[src/rtl/core/anns_pkg.sv]
// Shared types, codes and constants of the angular neighbour search block.
`default_nettype none
package anns_pkg;

  localparam logic [1:0] OP_CLEAR  = 2'd0;
  localparam logic [1:0] OP_INSERT = 2'd1;
  localparam logic [1:0] OP_QUERY  = 2'd2;

  localparam logic [1:0] ST_OK     = 2'd0;
  localparam logic [1:0] ST_NONE   = 2'd1;
  localparam logic [1:0] ST_FULL   = 2'd2;

  localparam logic CFG_RING_MIN = 1'b0;
  localparam logic CFG_RING_MAX = 1'b1;

  localparam int CORDIC_STEPS = 28;
  // x and y grow to 17 bits, times 2^14, plus CORDIC gain headroom
  localparam int CW = 34;

  // arctangent of 2^-i in units of 2^-32 turn
  function automatic logic [31:0] atan_turn(input logic [4:0] i);
    logic [31:0] r;
    begin
      case (i)
        5'd0:  r = 32'd536870912;
        5'd1:  r = 32'd316933406;
        5'd2:  r = 32'd167458907;
        5'd3:  r = 32'd85004756;
        5'd4:  r = 32'd42667331;
        5'd5:  r = 32'd21354465;
        5'd6:  r = 32'd10680862;
        5'd7:  r = 32'd5340245;
        5'd8:  r = 32'd2670163;
        5'd9:  r = 32'd1335087;
        5'd10: r = 32'd667544;
        5'd11: r = 32'd333772;
        5'd12: r = 32'd166886;
        5'd13: r = 32'd83443;
        5'd14: r = 32'd41721;
        5'd15: r = 32'd20860;
        5'd16: r = 32'd10430;
        5'd17: r = 32'd5215;
        5'd18: r = 32'd2607;
        5'd19: r = 32'd1303;
        5'd20: r = 32'd651;
        5'd21: r = 32'd325;
        5'd22: r = 32'd162;
        5'd23: r = 32'd81;
        5'd24: r = 32'd40;
        5'd25: r = 32'd20;
        5'd26: r = 32'd10;
        5'd27: r = 32'd5;
        default: r = 32'd0;
      endcase
      return r;
    end
  endfunction

  // one pipelined CORDIC stage word
  typedef struct packed {
    logic          vld;
    logic          axis;
    logic [31:0]   axz;
    logic signed [CW-1:0] cx;
    logic signed [CW-1:0] cy;
    logic [31:0]   z;
    logic [31:0]   pt;
    logic          tag;
  } anns_cord_t;

endpackage
`default_nettype wire

[src/rtl/core/anns_select.sv]
// Ring filter and best-candidate selection over the angle stream.
`default_nettype none
module anns_select
  import anns_pkg::*;
#(
  parameter int ANGLE_BITS = 16
) (
  input  wire                  clk,
  input  wire                  rst,
  input  wire                  start,
  input  wire signed [15:0]    org_x,
  input  wire signed [15:0]    org_y,
  input  wire [15:0]           ring_min,
  input  wire [15:0]           ring_max,
  input  wire                  in_vld,
  input  wire [ANGLE_BITS:0]   in_ang,
  input  wire [31:0]           in_pt,
  input  wire                  in_tag,
  output logic                 have_any,
  output logic [31:0]          best_pt
);

  localparam int DW = ANGLE_BITS + 2;

  logic [ANGLE_BITS:0] ref_ang;
  logic [31:0] lo2, hi2;
  logic signed [16:0] dx, dy;
  logic [34:0] d2;
  logic ok_r, tag_r;
  logic [ANGLE_BITS:0] ang_r;
  logic [31:0] pt_r;
  logic [33:0] sq_x, sq_y;

  // offset of the stored point from the query origin
  assign dx = 17'(signed'(in_pt[31:16])) - 17'(org_x);
  assign dy = 17'(signed'(in_pt[15:0])) - 17'(org_y);

  // stage one: squared distance
  always_ff @(posedge clk) begin
    lo2 <= ring_min * ring_min;
    hi2 <= ring_max * ring_max;
    sq_x <= 34'(dx * dx);
    sq_y <= 34'(dy * dy);
    ok_r <= !rst && in_vld && !(dx == 0 && dy == 0) && !in_tag;
    tag_r <= !rst && in_vld && in_tag;
    ang_r <= in_ang;
    pt_r <= in_pt;
  end

  assign d2 = 35'(sq_x) + 35'(sq_y);

  logic signed [DW-1:0] diff;
  logic have_pos, have_neg, is_pos, win;
  logic signed [DW-1:0] pd, nd;
  logic [31:0] ppt, npt;
  logic cand;

  function automatic logic beats(input logic signed [DW-1:0] d, input logic [31:0] p,
                                 input logic signed [DW-1:0] bd, input logic [31:0] bp);
    begin
      if (d != bd) return d < bd;
      if (p[31:16] != bp[31:16]) return signed'(p[31:16]) < signed'(bp[31:16]);
      return signed'(p[15:0]) < signed'(bp[15:0]);
    end
  endfunction

  always_comb begin
    diff = DW'(ang_r) - DW'(ref_ang);
    cand = ok_r && d2 >= 35'(lo2) && d2 <= 35'(hi2);
    is_pos = !diff[DW-1];
    win = is_pos ? (!have_pos || beats(diff, pt_r, pd, ppt))
                 : (!have_neg || beats(diff, pt_r, nd, npt));
    have_any = have_pos || have_neg;
    best_pt = have_pos ? ppt : npt;
  end

  // stage two: a tagged word loads the reference angle; keep best nonnegative and best negative candidate
  always_ff @(posedge clk) begin
    if (rst || start) begin
      have_pos <= 1'b0;
      have_neg <= 1'b0;
    end else if (tag_r) begin
      ref_ang <= ang_r;
    end else if (cand && win) begin
      if (is_pos) begin
        have_pos <= 1'b1;
        pd <= diff;
        ppt <= pt_r;
      end else begin
        have_neg <= 1'b1;
        nd <= diff;
        npt <= pt_r;
      end
    end
  end

endmodule
`default_nettype wire

[config.mk]
export PLATFORM = sky130hd
export DESIGN_NAME = anns_select
export DESIGN_NICKNAME = d
export VERILOG_FILES = /design/src/rtl/core/anns_pkg.sv /design/src/rtl/core/anns_select.sv
export SDC_FILE = /design/constraint.sdc
export NUM_CORES = 2
export LEC_CHECK = 0
export ABC_AREA = 0
export BUFFER_PORTS_ARGS = -buffer_cell sky130_fd_sc_hd__buf_2
export CAP_MARGIN = 20
export CORE_AREA = 2 2 336 338
export CTS_CLUSTER_SIZE = 30
export DETAILED_ROUTE_END_ITERATION = 8
export DIE_AREA = 0 0 338 340
export HOLD_SLACK_MARGIN = 0.15
export PLACE_DENSITY_LB_ADDON = 0.1
export SLEW_MARGIN = 40
export SYNTH_ARGS = -nofsm -noshare
export SYNTH_HDL_FRONTEND = slang
export SYNTH_SLANG_ARGS = --single-unit
[constraint.sdc]
create_clock -name clk -period 13.59 [get_ports clk]
set_clock_uncertainty 0.2 [all_clocks]
set_input_delay 1.359 -clock clk [delete_from_list [all_inputs] [get_ports clk]]
set_output_delay 1.359 -clock clk [all_outputs]
set_load 0.1 [all_outputs]
==> out/metrics.cfg <==
[timing]
grt_setup_unrepaired = no
clock.fmax_ghz = 0.1041
max_slew_margin_pct = 43.34
setup_tns_ns = 0
layout_setup_ws_ns = 3.984
post-route-min-period_ns = 9.606
worst_pin_slew_ns = 0.8490
setup_viol = 0
fin_crit_sh_pct = 70.68
slew_viol_final = 0
timing_hold_violations_final = 0

[cells_and_area]
fin_nets = 6876
final_cells = 6823
drive_above_1_share_pct = 5.414
fillerInstances = 10890
synthToLayoutAreaGrowth_pct = 7.853

[placement]
port_buffers = 150
place.gp.congestion = 0.8740
dp_slack_ns = 3.512
dp_hpwl_um = 100800
placedCellCount = 6750

[synthesis]
netlist_instances = 5161
synth_area_leader_cell = fa_1
yosysSeqAreaShare_pct = 14.57
netlist_area_sq_mm = 0.04858
ys_warn_count = 0
syn_area_per_cell_sq_um = 9.412
ys_top_cells_by_count = 1,377 x inv_1, 871 x fa_1, 597 x ha_1
ys_ff_latch = 296
synth_fp_nets = 6747
synth_top_area_share_pct = 35.90
synth_edf_count = 115
synth_flop_cell = dfxtp_1
ys_top_cells_by_area = fa_1 36%, ha_1 15%, inv_1 11%
synth_most_common_cell = inv_1
synth.distinct_cells = 80
async_flop_share_pct = 0

[global_route]
grt_usage_pct = 21.83
antenna_found_initial = 5
grt_pass1_wl_um = 196200
grt_pass1_vias = 36380
grt_start_max_net_pins = 66
grt-ovfl-total = 0

[clocking]
ctsHoldBuffers = 0
cts_setup_buffers = 0
cts_made_buffers = 38
root_buffer = clkbuf_16
htreeDepth = 2
clock_latency_ns = 0.57
clk_pin_slew_ns = 0.05
cts_tree = done
cts_num_sinks = 296
clock_path_buffers = 3
post_cts_resized = 0

[run]
cap_violations = 0

[route]
drcViolationCount = 0
vias = 33530
post_drt_wl_per_cell_um = 17.54
drt-total-wl_um = 119700
viasPerCell = 4.915
drtIter0Drc = 1554
ant_nets = 0
firstDrtPassIters = 5

[worst_hold_path]
min_to = ref_ang[14]$_DFFE_PP_
holdPathStages = 0
hp-start = ang_r[14]$_DFF_P_
min_path_type = register to register

[critical_path]
endpoint_kind = register
start_kind = input port
slowest_delay_ns = 0.54
ff2ff_path_depth = 20
crit_type = input port to register
r2r-start = sq_y[4]$_DFF_P_
crit_top_cell = fa_1
critical_path.top_delay_family = adder cells
arrival_ns = 9.85
critPathSlowestCell = fa_1
path_buf_inv = 8
reg2reg_slack_ns = 5.82
crit_required_ns = 13.83
r2r_end = npt[27]$_DFFE_PP_
critPathMaxFanout = 12

[floorplan]
initial_core_util_pct = 43.54
die_w_um = 338
pin_count = 151
row_count = 123
die_h_um = 340
dieArea_sq_mm = 0.1149
core_area_sq_mm = 0.1116

[outcome]
run_status = finished clean

-- worst max path at each step --
stage                            end  cells past startpoint  slack, ns     start
detailed placement  sq_y[32]$_DFF_P_                     35       3.51  in_pt[0]
global placement    sq_y[32]$_DFF_P_                     35       3.57  in_pt[0]
finish              sq_y[30]$_DFF_P_                     34       3.98  org_y[1]
CTS                 sq_y[30]$_DFF_P_                     34       4.09  org_y[1]
global route        sq_y[30]$_DFF_P_                     34       3.35  org_y[1]
floorplan           sq_y[30]$_DFF_P_                     35       4.40  in_pt[0]
-- placed cells by master (no fill, tap or decap), drive strengths merged, types with 49 or more instances in the layout --
cell | Yosys | routed
clkbuf | 87 | 49
o21ai | 149 | 149
inv | 1380 | 1385
nor2 | 272 | 272
nand2 | 394 | 394
ha | 597 | 597
dfxtp | 181 | 181
a21oi | 169 | 169
edfxtp | 115 | 115
and2 | 126 | 126
xor2 | 55 | 55
fa | 871 | 871
a21o | 98 | 98
buf | 7 | 183
xnor2 | 151 | 151
-- metrics by stage --
step / hold WS [ns] / utilization [%] / instance area, sq um
5_1_grt: 0.2524 / 46.95 / 52390
2_1_floorplan: 0.2082 / - / 48580
6_report: 0.2450 / 46.96 / 52390
3_5_place_dp: 0.2238 / 45.83 / 51130
4_1_cts: 0.2428 / 46.95 / 52380
3_3_place_gp: 0.2225 / 45.81 / 51120
-- kinds of logic (layout without fill, tap and decap cells) --
group	after synthesis	count (layout)	share of synthesized area, %
buf+inv	1485	1644	11.53
fa+ha+maj	1468	1468	51.27
simple gates	1048	1048	10.04
compound gates	649	649	8.621
flops	296	296	14.57
xor+xnor	206	206	3.768
mux	9	9	0.2009
other cells	0	3	0
-- metal layers --
metal / up-vias / global-route usage, % / wire length, um
li1: 16220 / - / -
met1: 16620 / 30.14 / 54330
met2: 559 / 36.95 / 58060
met3: 133 / 2.290 / 4540
met4: 0 / 4.917 / 2734
met5: - / 0 / 0
-- state kept, by name (all words and copies together), names as in the netlist, 17 cells and up --
signal   count
pd          17
ppt         32
sq_y        33
pt_r        32
ref_ang     17
npt         32
hi2         31
sq_x        33
lo2         31
nd          17
ang_r       17
-- final cells by class --
| cell class | count | area (sq um) | area share [%] |
|---|---|---|---|
| Multi-Input combinational cell | 3380 | 35950 | 68.62 |
| Timing Repair Buffer | 183 | 998.5 | 1.906 |
| Sequential cell | 296 | 7078 | 13.51 |
| Clock buffer | 49 | 1062 | 2.028 |
| Tap cell | 1500 | 1877 | 3.582 |
| Antenna cell | 3 | 7.507 | 0.01433 |
| Clock inverter | 21 | 191.4 | 0.3654 |
| Inverter | 1391 | 5225 | 9.973 |
Power is not shown: default switching activity piles up to over one toggle a cycle in this logic, so the estimate is an artifact.
